--- config.mk ---
export PLATFORM = sky130hd
export DESIGN_NAME = udp_ipv4_ethernet_header_builder_unit
export DESIGN_NICKNAME = d
export VERILOG_FILES = /design/src/hdl/uihb_pkg.sv /design/src/hdl/uihb_cksum.sv /design/src/hdl/uihb_ser.sv /design/src/hdl/udp_ipv4_ethernet_header_builder_unit.sv
export SDC_FILE = /design/constraint.sdc
export NUM_CORES = 1
export LEC_CHECK = 0
export BUFFER_PORTS_ARGS = -buffer_cell sky130_fd_sc_hd__buf_2
export CAP_MARGIN = 20
export CORE_MARGIN = 2
export CORE_UTILIZATION = 45
export CTS_BUF_LIST = sky130_fd_sc_hd__clkbuf_2 sky130_fd_sc_hd__clkbuf_4 sky130_fd_sc_hd__clkbuf_8
export DETAILED_ROUTE_END_ITERATION = 6
export GPL_ROUTABILITY_DRIVEN = 0
export SETUP_SLACK_MARGIN = 0.05
export SYNTH_ARGS = -nofsm -noshare
export SYNTH_HDL_FRONTEND = slang
export SYNTH_SLANG_ARGS = --single-unit
--- constraint.sdc ---
create_clock -name i_clk -period 10 [get_ports i_clk]
set_input_delay 0.5 -clock i_clk [delete_from_list [all_inputs] [get_ports i_clk]]
set_output_delay 0.5 -clock i_clk [all_outputs]
set_load 0.05 [all_outputs]
--- src/hdl/uihb_pkg.sv ---
// Shared types and constants of the UDP/IPv4/Ethernet header builder.
// No dependencies; every other file in hdl refers to this package by scoped names.
package uihb_pkg;

    // Header length in 16-bit words and the index of the final word.
    localparam int unsigned HDR_WORDS = 21;
    localparam int unsigned IDX_W     = 5;
    localparam logic [IDX_W-1:0] LAST_IDX = IDX_W'(HDR_WORDS - 1);

    // Fixed header constants.
    localparam logic [15:0] ETH_TYPE_IPV4 = 16'h0800;
    localparam logic [15:0] IP_VER_IHL    = 16'h4500;
    localparam logic [15:0] MAX_PAYLOAD   = 16'd65507;
    localparam logic [15:0] IP_UDP_HLEN   = 16'd28;
    localparam logic [15:0] UDP_HLEN      = 16'd8;

    // Result status codes.
    localparam logic [1:0] ST_SENT    = 2'd0;
    localparam logic [1:0] ST_NO_SMAC = 2'd1;
    localparam logic [1:0] ST_ARP     = 2'd2;

    // Configuration register indexes.
    localparam logic CFG_CORE = 1'b0;
    localparam logic CFG_TAG  = 1'b1;

    // One header request as it moves down the pipeline.
    typedef struct packed {
        logic [47:0] dmac;
        logic [47:0] smac;
        logic [15:0] plen;
        logic [15:0] ident;
        logic [7:0]  proto;
        logic [31:0] sip;
        logic [31:0] dip;
        logic [15:0] sport;
        logic [15:0] dport;
        logic [7:0]  link;
        logic [1:0]  status;
        logic [15:0] csum;
    } t_hdr;

endpackage

--- src/hdl/uihb_cksum.sv ---
// Three-stage pipeline that saturates the payload length and computes the IPv4 checksum.
// Depends on uihb_pkg for the request struct and header constants.
module uihb_cksum (
    input  logic           i_clk,
    input  logic           i_rst_n,
    input  logic           i_valid,
    input  uihb_pkg::t_hdr i_req,
    output logic           o_ready,
    output logic           o_valid,
    output uihb_pkg::t_hdr o_hdr,
    input  logic           i_take
);

    logic           r_v1, r_v2, r_v3;
    uihb_pkg::t_hdr r_s1, r_s2, r_s3;
    logic [17:0]    r_sum_a, r_sum_b;
    logic [16:0]    r_fold;

    logic           w_rdy1, w_rdy2, w_rdy3;
    logic [15:0]    w_plen;
    logic [15:0]    w_tot_len;
    logic [18:0]    w_sum;
    logic [15:0]    w_fold2;
    uihb_pkg::t_hdr n_s1;
    uihb_pkg::t_hdr n_s3;

    assign w_rdy3  = !r_v3 || i_take;
    assign w_rdy2  = !r_v2 || w_rdy3;
    assign w_rdy1  = !r_v1 || w_rdy2;
    assign o_ready = w_rdy1;
    assign o_valid = r_v3;
    assign o_hdr   = r_s3;

    always_comb begin
        w_plen = (i_req.plen > uihb_pkg::MAX_PAYLOAD) ? uihb_pkg::MAX_PAYLOAD : i_req.plen;
        w_tot_len = w_plen + uihb_pkg::IP_UDP_HLEN;
        n_s1 = i_req;
        n_s1.plen = w_plen;
    end

    // Stage two adds the partial sums and folds the carries once; stage three folds again.
    // After the first fold a carry leaves at most six in the low half, so the second fold
    // cannot carry out.
    assign w_sum   = {1'b0, r_sum_a} + {1'b0, r_sum_b};
    assign w_fold2 = r_fold[15:0] + {15'd0, r_fold[16]};

    always_comb begin
        n_s3      = r_s2;
        n_s3.csum = ~w_fold2;
    end

    always_ff @(posedge i_clk) begin
        if (!i_rst_n) begin
            r_v1 <= 1'b0;
            r_v2 <= 1'b0;
            r_v3 <= 1'b0;
        end else begin
            if (w_rdy1) begin
                r_v1 <= i_valid;
            end
            if (w_rdy2) begin
                r_v2 <= r_v1;
            end
            if (w_rdy3) begin
                r_v3 <= r_v2;
            end
        end
    end

    always_ff @(posedge i_clk) begin
        if (w_rdy1) begin
            r_s1    <= n_s1;
            r_sum_a <= {2'b00, uihb_pkg::IP_VER_IHL} + {2'b00, w_tot_len}
                     + {2'b00, i_req.ident} + {10'd0, i_req.proto};
            r_sum_b <= {2'b00, i_req.sip[31:16]} + {2'b00, i_req.sip[15:0]}
                     + {2'b00, i_req.dip[31:16]} + {2'b00, i_req.dip[15:0]};
        end
        if (w_rdy2) begin
            r_s2   <= r_s1;
            r_fold <= {1'b0, w_sum[15:0]} + {14'd0, w_sum[18:16]};
        end
        if (w_rdy3) begin
            r_s3 <= n_s3;
        end
    end

    a_hold3: assert property (@(posedge i_clk) disable iff (!i_rst_n)
        r_v3 && !i_take |=> r_v3 && $stable(r_s3))
        else $error("stage three lost or changed a held request");

    a_no_gap: assert property (@(posedge i_clk) disable iff (!i_rst_n)
        r_v2 && !w_rdy2 |=> r_v2)
        else $error("stalled stage two request dropped");

    a_ready: assert property (@(posedge i_clk) disable iff (!i_rst_n)
        !o_ready |-> r_v1 && r_v2 && r_v3 && !i_take)
        else $error("pipeline refused a request while not full");

endmodule

--- src/hdl/uihb_ser.sv ---
// Serializer that sends a finished header as 21 words, or one drop result, one per cycle.
// Depends on uihb_pkg for the request struct, status codes and word count.
module uihb_ser (
    input  logic                         i_clk,
    input  logic                         i_rst_n,
    input  logic                         i_valid,
    input  uihb_pkg::t_hdr               i_hdr,
    output logic                         o_take,
    output logic                         o_strobe,
    output logic [15:0]                  o_header_word,
    output logic [uihb_pkg::IDX_W-1:0]   o_word_index,
    output logic                         o_last_word,
    output logic [7:0]                   o_out_link,
    output logic [1:0]                   o_status
);

    logic                        r_act;
    logic [uihb_pkg::IDX_W-1:0]  r_idx;
    uihb_pkg::t_hdr              r_hdr;
    logic                        r_strobe;
    logic [15:0]                 r_word;
    logic [uihb_pkg::IDX_W-1:0]  r_oidx;
    logic                        r_last;
    logic [7:0]                  r_link;
    logic [1:0]                  r_status;

    logic                        w_drop;
    logic                        w_fin;
    logic [15:0]                 w_word;

    assign w_drop = (r_hdr.status != uihb_pkg::ST_SENT);
    assign w_fin  = r_act && (w_drop || (r_idx == uihb_pkg::LAST_IDX));
    assign o_take = i_valid && (!r_act || w_fin);

    always_comb begin
        case (r_idx)
            5'd0:    w_word = r_hdr.dmac[47:32];
            5'd1:    w_word = r_hdr.dmac[31:16];
            5'd2:    w_word = r_hdr.dmac[15:0];
            5'd3:    w_word = r_hdr.smac[47:32];
            5'd4:    w_word = r_hdr.smac[31:16];
            5'd5:    w_word = r_hdr.smac[15:0];
            5'd6:    w_word = uihb_pkg::ETH_TYPE_IPV4;
            5'd7:    w_word = uihb_pkg::IP_VER_IHL;
            5'd8:    w_word = r_hdr.plen + uihb_pkg::IP_UDP_HLEN;
            5'd9:    w_word = r_hdr.ident;
            5'd11:   w_word = {8'd0, r_hdr.proto};
            5'd12:   w_word = r_hdr.csum;
            5'd13:   w_word = r_hdr.sip[31:16];
            5'd14:   w_word = r_hdr.sip[15:0];
            5'd15:   w_word = r_hdr.dip[31:16];
            5'd16:   w_word = r_hdr.dip[15:0];
            5'd17:   w_word = r_hdr.sport;
            5'd18:   w_word = r_hdr.dport;
            5'd19:   w_word = r_hdr.plen + uihb_pkg::UDP_HLEN;
            default: w_word = 16'd0;
        endcase
    end

    always_ff @(posedge i_clk) begin
        if (!i_rst_n) begin
            r_act    <= 1'b0;
            r_strobe <= 1'b0;
            r_idx    <= '0;
        end else begin
            r_strobe <= r_act;
            if (o_take) begin
                r_act <= 1'b1;
                r_idx <= '0;
            end else if (w_fin) begin
                r_act <= 1'b0;
            end else if (r_act) begin
                r_idx <= r_idx + 1'b1;
            end
        end
    end

    always_ff @(posedge i_clk) begin
        if (o_take) begin
            r_hdr <= i_hdr;
        end
        r_word   <= w_drop ? 16'd0 : w_word;
        r_oidx   <= r_idx;
        r_last   <= w_fin;
        r_link   <= w_drop ? 8'd0 : r_hdr.link;
        r_status <= r_hdr.status;
    end

    assign o_strobe      = r_strobe;
    assign o_header_word = r_word;
    assign o_word_index  = r_oidx;
    assign o_last_word   = r_last;
    assign o_out_link    = r_link;
    assign o_status      = r_status;

    a_next_word: assert property (@(posedge i_clk) disable iff (!i_rst_n)
        o_strobe && !o_last_word |=> o_strobe && (o_word_index == $past(o_word_index) + 1'b1))
        else $error("header words not sent back to back");

    a_drop_single: assert property (@(posedge i_clk) disable iff (!i_rst_n)
        o_strobe && (o_status != uihb_pkg::ST_SENT) |-> o_last_word && (o_word_index == '0))
        else $error("drop result is not a single word");

    a_idx_range: assert property (@(posedge i_clk) disable iff (!i_rst_n)
        r_act |-> r_idx <= uihb_pkg::LAST_IDX)
        else $error("word index ran past the header");

endmodule

--- src/hdl/udp_ipv4_ethernet_header_builder_unit.sv ---
// Top level of the UDP/IPv4/Ethernet header builder: configuration registers and glue.
// Depends on uihb_pkg, uihb_cksum and uihb_ser.
//
//   channel    ports                                  handshake
//   ---------  -------------------------------------  ----------------------------------
//   request    i_local_address .. i_egress_link        taken when start is high, busy low
//   result     o_header_word .. o_status               words back to back, o_strobe marks each
//   config     i_cfg_we, i_cfg_index, i_cfg_data       written on any edge with i_cfg_we
//
// With an idle serializer, a request passes the three checksum stages, then the serializer's
// header register and its output registers, before its first word is on the result ports.
// A sent header occupies the result port for all 21 of its words and a dropped request for
// one word, so the single-word result port sets the sustained request rate.
// Up to three further requests queue in the pipeline while a header is being sent; busy
// rises only when all three stages are full and the serializer cannot take the oldest.
// Reset is synchronous and active low; it clears the valid bits and sets both
// configuration registers to zero. The receiver cannot stall the result port.
module udp_ipv4_ethernet_header_builder_unit (
    input  logic        i_clk,
    input  logic        i_rst_n,
    input  logic        start,
    output logic        busy,
    input  logic [31:0] i_local_address,
    input  logic [31:0] i_remote_address,
    input  logic [7:0]  i_proto_number,
    input  logic [15:0] i_local_port,
    input  logic [15:0] i_remote_port,
    input  logic [15:0] i_payload_length,
    input  logic [47:0] i_source_mac,
    input  logic        i_source_mac_found,
    input  logic [47:0] i_dest_mac,
    input  logic        i_dest_mac_found,
    input  logic [7:0]  i_egress_link,
    input  logic        i_cfg_we,
    input  logic        i_cfg_index,
    input  logic [11:0] i_cfg_data,
    output logic        o_strobe,
    output logic [15:0] o_header_word,
    output logic [4:0]  o_word_index,
    output logic        o_last_word,
    output logic [7:0]  o_out_link,
    output logic [1:0]  o_status
);

    // Configuration registers; the identification field is formed from them at acceptance.
    logic [3:0]  r_core;
    logic [11:0] r_tag;

    logic           w_ready;
    logic           w_valid3;
    logic           w_take;
    uihb_pkg::t_hdr w_req;
    uihb_pkg::t_hdr w_hdr3;

    always_ff @(posedge i_clk) begin
        if (!i_rst_n) begin
            r_core <= 4'd0;
            r_tag  <= 12'd0;
        end else if (i_cfg_we) begin
            case (i_cfg_index)
                uihb_pkg::CFG_CORE: r_core <= i_cfg_data[3:0];
                uihb_pkg::CFG_TAG:  r_tag  <= i_cfg_data;
                default:            r_tag  <= r_tag;
            endcase
        end
    end

    // The missing source MAC is checked first, so it wins when both lookups failed.
    always_comb begin
        w_req.dmac  = i_dest_mac;
        w_req.smac  = i_source_mac;
        w_req.plen  = i_payload_length;
        w_req.ident = {r_core, r_tag};
        w_req.proto = i_proto_number;
        w_req.sip   = i_local_address;
        w_req.dip   = i_remote_address;
        w_req.sport = i_local_port;
        w_req.dport = i_remote_port;
        w_req.link  = i_egress_link;
        w_req.csum  = 16'd0;
        if (!i_source_mac_found) begin
            w_req.status = uihb_pkg::ST_NO_SMAC;
        end else if (!i_dest_mac_found) begin
            w_req.status = uihb_pkg::ST_ARP;
        end else begin
            w_req.status = uihb_pkg::ST_SENT;
        end
    end

    assign busy = !w_ready;

    uihb_cksum u_cksum (
        .i_clk   (i_clk),
        .i_rst_n (i_rst_n),
        .i_valid (start),
        .i_req   (w_req),
        .o_ready (w_ready),
        .o_valid (w_valid3),
        .o_hdr   (w_hdr3),
        .i_take  (w_take)
    );

    uihb_ser u_ser (
        .i_clk         (i_clk),
        .i_rst_n       (i_rst_n),
        .i_valid       (w_valid3),
        .i_hdr         (w_hdr3),
        .o_take        (w_take),
        .o_strobe      (o_strobe),
        .o_header_word (o_header_word),
        .o_word_index  (o_word_index),
        .o_last_word   (o_last_word),
        .o_out_link    (o_out_link),
        .o_status      (o_status)
    );

endmodule

==> results.cfg, run 1 <==
[outcome]
status = completed

[floorplan]
die_x_um = 303.6
fp-row-count = 109
core_um2 = 88650
boundaryPins = 277
start_util_pct = 45.57
fp.dieH_um = 303.6
fp.dieArea_um2 = 92190

[flow_run]
cap_violations = 0

[critical_path]
worst-setup-path-type = flip-flop to flip-flop
cp-end-kind = flip-flop
timing.rr.end = u_cksum.r_fold[12]$_DFFE_PP_
reg2reg_depth = 19
cp_common_cell = a21oi_1
crit_chain = ha_1 > fa_1 > a21oi_1 > o211ai_1 > a21bo_2 > nand3_1 > a21oi_1 > a311o_1 > xor2_1 > ha_1 > inv_1 > fa_1 > inv_1 > a21oi_1 > nor3_1 > nand4_1 > nor3_2 > nand3_1 > xnor2_1
cp.required_ns = 10.57
critPathSlowestCell = fa_1
cp_num_buf_inv = 2
r2r_start = u_cksum.r_sum_b[0]$_DFFE_PN_
worst-r2r-setup-slack_ns = 5.08
crit_arrival_ns = 5.49
path_delay_family = compound AO/OA/AOI/OAI gates
path_max_fanout = 4
max_stage_delay_ns = 0.40
cp-start-kind = flip-flop

[yosys]
yosysSeqAreaShare_pct = 81.14
synth-edff-count = 1053
synthTopCellsByArea = edfxtp_1 78%, dfxtp_1 2.9%, ha_1 2.8%
synth_top_area_share_pct = 78.27
synth-async-reset-ratio_pct = 0
synth_ff_type = edfxtp_1
ys_seq_elements = 1111
synth_cells = 2227
synth_common_cells = 1053 x edfxtp_1, 132 x inv_1, 101 x nand2_1, 90 x ha_1, 84 x nor2_1
synth.most_common_cell = edfxtp_1
postSynthNetCount = 2589
ys_warn_count = 0
yosys.area.top_type = edfxtp_1
synth.cell_area_um2 = 40400
syn_avg_cell_area_um2 = 18.14
ys_types = 79

[placement]
hpwl_mm = 63.84
dpl.cell_count = 3648
place_area_um2 = 43360
io_buffers = 276
place_ws_ns = 4.951

[sta]
setup_viol = 0
setup_ws_ns = 5.078
slew_headroom_pct = 28.00
fin_skew_ns = 0.04265
hold_violations = 0
report.final.slew_viol_count = 0
fin_setup_tns_ns = 0
hold_ws_ns = 0.08462
fmaxAchievable_ghz = 0.2032
fin_crit_sh_pct = 49.22
worst_slew_pin_slew_ns = 1.080
rsz0062_at_grt = false
min_period_ns = 4.922

[global_routing]
antenna_found_initial = 20
grt_pass1_vias = 22240
grt_max_degree = 151
gr-total-overflow = 0
grt_usage_pct = 20.66
grt_pass1_wl_mm = 139.4

[route]
postRouteAntennaNets = 0
post_drt_wl_per_cell_um = 22.75
wl_met3_mm = 7.063
drt_iter0_drc = 2310
vias = 22131
met1_length_mm = 39.78
wl_met2_mm = 45.67
via_per_inst = 5.246
top_layer = met5
wl_mm = 95.98
drc_errors = 0
drtPass1Iterations = 6

[layout]
drive_above_1_share_pct = 21.24
fin_area_um2 = 49500
num-nets-final = 3263
fill_cells = 6875
area_growth_pct = 22.53
utilization_pct = 55.84
final_cells = 4219
ff_latch_area_um2 = 32780
multi_input_area_um2 = 7034

[hold_path]
holdPathStages = 3
min_from = i_payload_length[4]
min_to = u_cksum.r_s1[150]$_DFFE_PN_
min_path_type = primary input to flip-flop

[clock_tree]
root_buffer = clkbuf_8
cts.clk_slew.worst_paths_ns = 0.06
htree_num_levels = 4
cts_buffer_depth = 3
numCtsBuffers = 176
cts_tree = yes
cts_repair_resize_count = 0
cts_sinks = 1111
post_cts_buffers = 0
clock_latency_ns = 0.84

[power]
max-vdd-ir-drop_v = 0.0001318
p_leak_nw = 18.80
powerDensity_nw_per_um2 = 225.2
power.total_mw = 11.15
[cells by family (layout without fill, tap and decap cells)]
group	Yosys count	in the layout	share of synthesized area [%]
AOI/OAI and AO/OA	331	331	5.950
xor gates and xnor gates	95	95	2.060
DFF	1111	1111	81.14
and+or+nand+nor	381	381	4.686
other	0	8	0
adders and majority gates	119	119	4.224
muxes	10	10	0.2540
buffers and inverters	180	999	1.682
[worst register-to-register path, stage by stage (launching register included)]
cell      delay [ns]
edfxtp_1        0.38
ha_1            0.25
fa_1            0.40
a21oi_1         0.30
o211ai_1        0.22
a21bo_2         0.25
nand3_1         0.08
a21oi_1         0.11
a311o_1         0.40
xor2_1          0.30
ha_1            0.23
inv_1           0.06
fa_1            0.40
inv_1           0.08
a21oi_1         0.06
nor3_1          0.33
nand4_1         0.29
nor3_2          0.25
nand3_1         0.12
xnor2_1         0.16
[final cells by class]
type | instances | area share, %
diodes | 8 | 0.04044
clock buffers | 261 | 6.322
clock inverters | 62 | 1.074
inverters | 133 | 1.024
multi-input cells | 936 | 14.21
flip-flops and latches | 1111 | 66.23
well taps | 1165 | 2.945
repair buffers | 543 | 8.159
[worst max path at each step]
stage,from,to,cells past startpoint
detailed placement,i_payload_length[9],u_cksum.r_sum_a[15]$_DFFE_PN_,21
finish,u_cksum.r_sum_b[0]$_DFFE_PN_,u_cksum.r_fold[12]$_DFFE_PP_,19
global placement,i_local_address[0],u_cksum.r_sum_b[16]$_DFFE_PN_,19
floorplan,u_ser.r_idx[0]$_SDFFE_PP0P_,u_ser.r_hdr[0]$_DFFE_PP_,6
global route,u_cksum.r_sum_b[0]$_DFFE_PN_,u_cksum.r_fold[12]$_DFFE_PP_,19
CTS,u_ser.r_idx[2]$_SDFFE_PP0P_,u_cksum.n_s3[138]$_DFFE_PP_,7
[routing by layer]
layer,track usage [%],vias up
met5,0,-
met2,33.20,986
met3,4.802,219
met1,27.35,10906
li1,-,10000
met4,8.296,20
[report_power, final]
group / internal, mW / switching (mW) / total [mW]
combinational: 0.677 / 0.901 / 1.58
sequential: 5.50 / 0.131 / 5.63
clock: 2.20 / 1.74 / 3.94
[timing repair]
item                                    4_1_cts  5_1_grt
hold buffers                                237        0
endpoints found under the hold margin       241        0
endpoints found under the setup margin        0        0
[cells in the final DEF (no fill, tap or decap), types with 37 or more instances in the layout]
cell / instances
edfxtp_1: 1053
a22oi_1: 53
inv_1: 131
a21oi_1: 55
dfxtp_1: 58
nand2_1: 99
buf_2: 276
o21ai_0: 37
clkbuf_4: 74
xor2_1: 42
nand3_1: 47
xnor2_1: 53
ha_1: 90
dlygate4sd3_1: 237
clkbuf_8: 187
nor2_1: 78
[flip-flops by register name, summed over array words and instances, names as in the netlist, 2 cells and up]
name and flops:
r_core 4, r_tag 12, u_cksum.n_s3 242, u_cksum.o_hdr 258, u_cksum.r_fold 17, u_cksum.r_s1 242
u_cksum.r_sum_a 18, u_cksum.r_sum_b 18, u_ser.o_header_word 16, u_ser.o_out_link 8, u_ser.o_status 2, u_ser.o_word_index 5
u_ser.r_hdr 258, u_ser.r_idx 5
Power figures use the tool's default switching activity.
==> run 2, diff against run 1 <==
==> constraint.sdc (replaced) <==
create_clock -name i_clk -period 4.9 [get_ports i_clk]
set_input_delay 0.245 -clock i_clk [delete_from_list [all_inputs] [get_ports i_clk]]
set_output_delay 0.245 -clock i_clk [all_outputs]
set_load 0.05 [all_outputs]
==> run 2 against run 1 <==
- combinational power is 110% higher
- non-clock buffer count is 41 higher
- cell area is 0.54% higher
- highest routed layer unchanged
- maximum frequency is 4.6% higher
- critical endpoint is now u_cksum.r_fold[14]$_DFFE_PP_
- critical path depth is 1 higher
- sequential power is 100% higher
- hold slack better by 0.029 ns
- die area stayed put
- largest cell class unchanged
- critical path type unchanged
- count of clock-buffer cells in the layout is 21 lower
==> results.cfg, run 2 (same netlist as run 1, synthesis figures left out) <==
[layout]
area_growth_pct = 23.19
fill_cells = 6801
num-nets-final = 3300
final_cells = 4243
utilization_pct = 56.14
final_cell_mix = 1053 x edfxtp_1, 276 x buf_2, 268 x dlygate4sd3_1, 174 x clkbuf_8, 129 x inv_1
final_common_cell = edfxtp_1
drive_above_1_share_pct = 20.73

[clock_tree]
numCtsBuffers = 172
cts_sinks = 1111
root_buffer = clkbuf_8
htree_num_levels = 4
cts_buffer_depth = 3
cts.clk_slew.worst_paths_ns = 0.07
cts_tree = yes
clock_latency_ns = 0.85

[global_routing]
grt_use_met2_pct = 33.76
gr-total-overflow = 0
top_usage_layer = met2
antenna_found_initial = 9
grt_pass1_vias = 22716
use_met1_pct = 28.23
grt_use_met3_pct = 4.600
grt_pass1_wl_mm = 141.7
grt_max_degree = 119
grt_usage_pct = 20.97

[power]
powerDensity_nw_per_um2 = 451.4
max-vdd-ir-drop_v = 0.0002826
p_leak_nw = 18.88
power.total_mw = 22.46

[route]
post_drt_wl_per_cell_um = 22.83
drt_iter0_drc = 2153
wl_mm = 96.89
postRouteAntennaNets = 0
drtPass1Iterations = 6
drc_errors = 0
via_per_inst = 5.259
vias = 22313

[critical_path]
cp.required_ns = 5.50
cp-start-kind = flip-flop
timing.rr.end = u_cksum.r_fold[14]$_DFFE_PP_
cp_num_buf_inv = 3
critPathSlowestCell = fa_1
worst-r2r-setup-slack_ns = 0.20
crit_arrival_ns = 5.30
path_delay_family = compound AO/OA/AOI/OAI gates
cp-end-kind = flip-flop
worst-path-stages = 20
r2r_start = u_cksum.r_sum_b[0]$_DFFE_PN_
crit_chain = ha_1 > fa_1 > a21oi_2 > o211ai_1 > a21bo_2 > nand3_1 > a21oi_1 > a311o_1 > xor2_1 > ha_1 > inv_1 > fa_1 > inv_1 > a21oi_1 > nor3_2 > nand4_1 > buf_4 > nor3_4 > nand3_2 > xnor2_1
path_max_fanout = 4
reg2reg_depth = 20
max_stage_delay_ns = 0.42
worst-setup-path-type = flip-flop to flip-flop

[floorplan]
boundaryPins = 277
core_um2 = 88650
fp.dieArea_um2 = 92190
start_util_pct = 45.57
die_x_um = 303.6
fp.dieH_um = 303.6
fp-row-count = 109

[placement]
hpwl_mm = 64.45
io_buffers = 276
dpl.cell_count = 3658

[outcome]
status = completed

[hold_path]
min_to = u_cksum.r_s1[27]$_DFFE_PN_
holdPathStages = 2
min_path_type = primary input to flip-flop
min_from = i_remote_port[1]

[flow_run]
cap_violations = 0

[sta]
worst_slew_pin_slew_ns = 1.041
report.final.slew_viol_count = 0
fin_crit_sh_pct = 96.01
slew_headroom_pct = 30.58
setup_viol = 0
fin_setup_tns_ns = 0
min_period_ns = 4.705
hold_violations = 0
fmaxAchievable_ghz = 0.2126
rsz0062_at_grt = true
fin_skew_ns = 0.04792
run 2: cell types whose count changed in the layout (fill, tap and decap cells not counted), sizes merged, moves of 3 or more:
cell	before	now
buf	306	316
clkbuf	261	240
clkinv	39	50
clkinvlp	13	7
diode	8	5
dlygate4sd3	237	268
inv	136	139
run 2: metrics by stage:
step	setup WS, ns	area, um2	hold WS (ns)
2_1_floorplan	-0.5884	40460	0.3439
3_3_place_gp	0.06293	43570	0.3905
3_5_place_dp	0.07288	43600	0.3959
4_1_cts	0.08304	49720	0.03921
5_1_grt	0.01163	49760	0.07109
6_report	0.1954	49770	0.1140
run 2: layout make-up:
class	instances	area, um2	area share (%)
flip-flops and latches	1111	32790	65.88
multi-input cells	936	7074	14.21
repair buffers	584	4497	9.036
clock buffers	240	2890	5.808
well taps	1165	1458	2.929
clock inverters	69	544.3	1.094
inverters	133	503.0	1.011
diodes	5	12.51	0.02514
run 2: worst register-to-register path, cell delays in order (launching register included):
cell	delay [ns]
edfxtp_1	0.38
ha_1	0.25
fa_1	0.42
a21oi_2	0.23
o211ai_1	0.19
a21bo_2	0.25
nand3_1	0.08
a21oi_1	0.13
a311o_1	0.41
xor2_1	0.21
ha_1	0.21
inv_1	0.06
fa_1	0.39
inv_1	0.09
a21oi_1	0.10
nor3_2	0.22
nand4_1	0.22
buf_4	0.22
nor3_4	0.11
nand3_2	0.11
xnor2_1	0.16
run 2: per-layer routing:
layer / wire, um / part of all wire, %
met3: 7251 / 7.5
met4: 2816 / 2.9
met1: 40260 / 42
met5: 27 / 0.028
met2: 46530 / 48
run 2: how the worst max path moves through the flow:
stage                                             from                             to  slack, ns
after CTS                 u_cksum.r_sum_b[0]$_DFFE_PN_   u_cksum.r_fold[12]$_DFFE_PP_       0.08
after global routing      u_cksum.r_sum_b[0]$_DFFE_PN_   u_cksum.r_fold[15]$_DFFE_PP_       0.01
after detailed placement            i_local_address[0]  u_cksum.r_sum_b[17]$_DFFE_PN_       0.07
after global placement              i_local_address[0]  u_cksum.r_sum_b[17]$_DFFE_PN_       0.06
after floorplan            u_ser.r_idx[0]$_SDFFE_PP0P_    u_cksum.n_s3[100]$_DFFE_PP_      -0.59
final                     u_cksum.r_sum_b[0]$_DFFE_PN_   u_cksum.r_fold[14]$_DFFE_PP_       0.20
run 2: what timing repair did:
action                                  4_1_cts  5_1_grt
endpoints found under the hold margin       256        0
hold buffers                                268        0
gates resized for setup                       0        3
buffers inserted                              0        3
endpoints found under the setup margin        0        8
run 2: power breakdown:
| part | total, mW | internal [mW] | leakage [nW] | switching, mW |
|---|---|---|---|---|
| Combinational | 3.31 | 1.43 | 5.75 | 1.88 |
| Sequential | 11.5 | 11.2 | 11.3 | 0.273 |
| Clock | 7.66 | 4.15 | 1.80 | 3.51 |
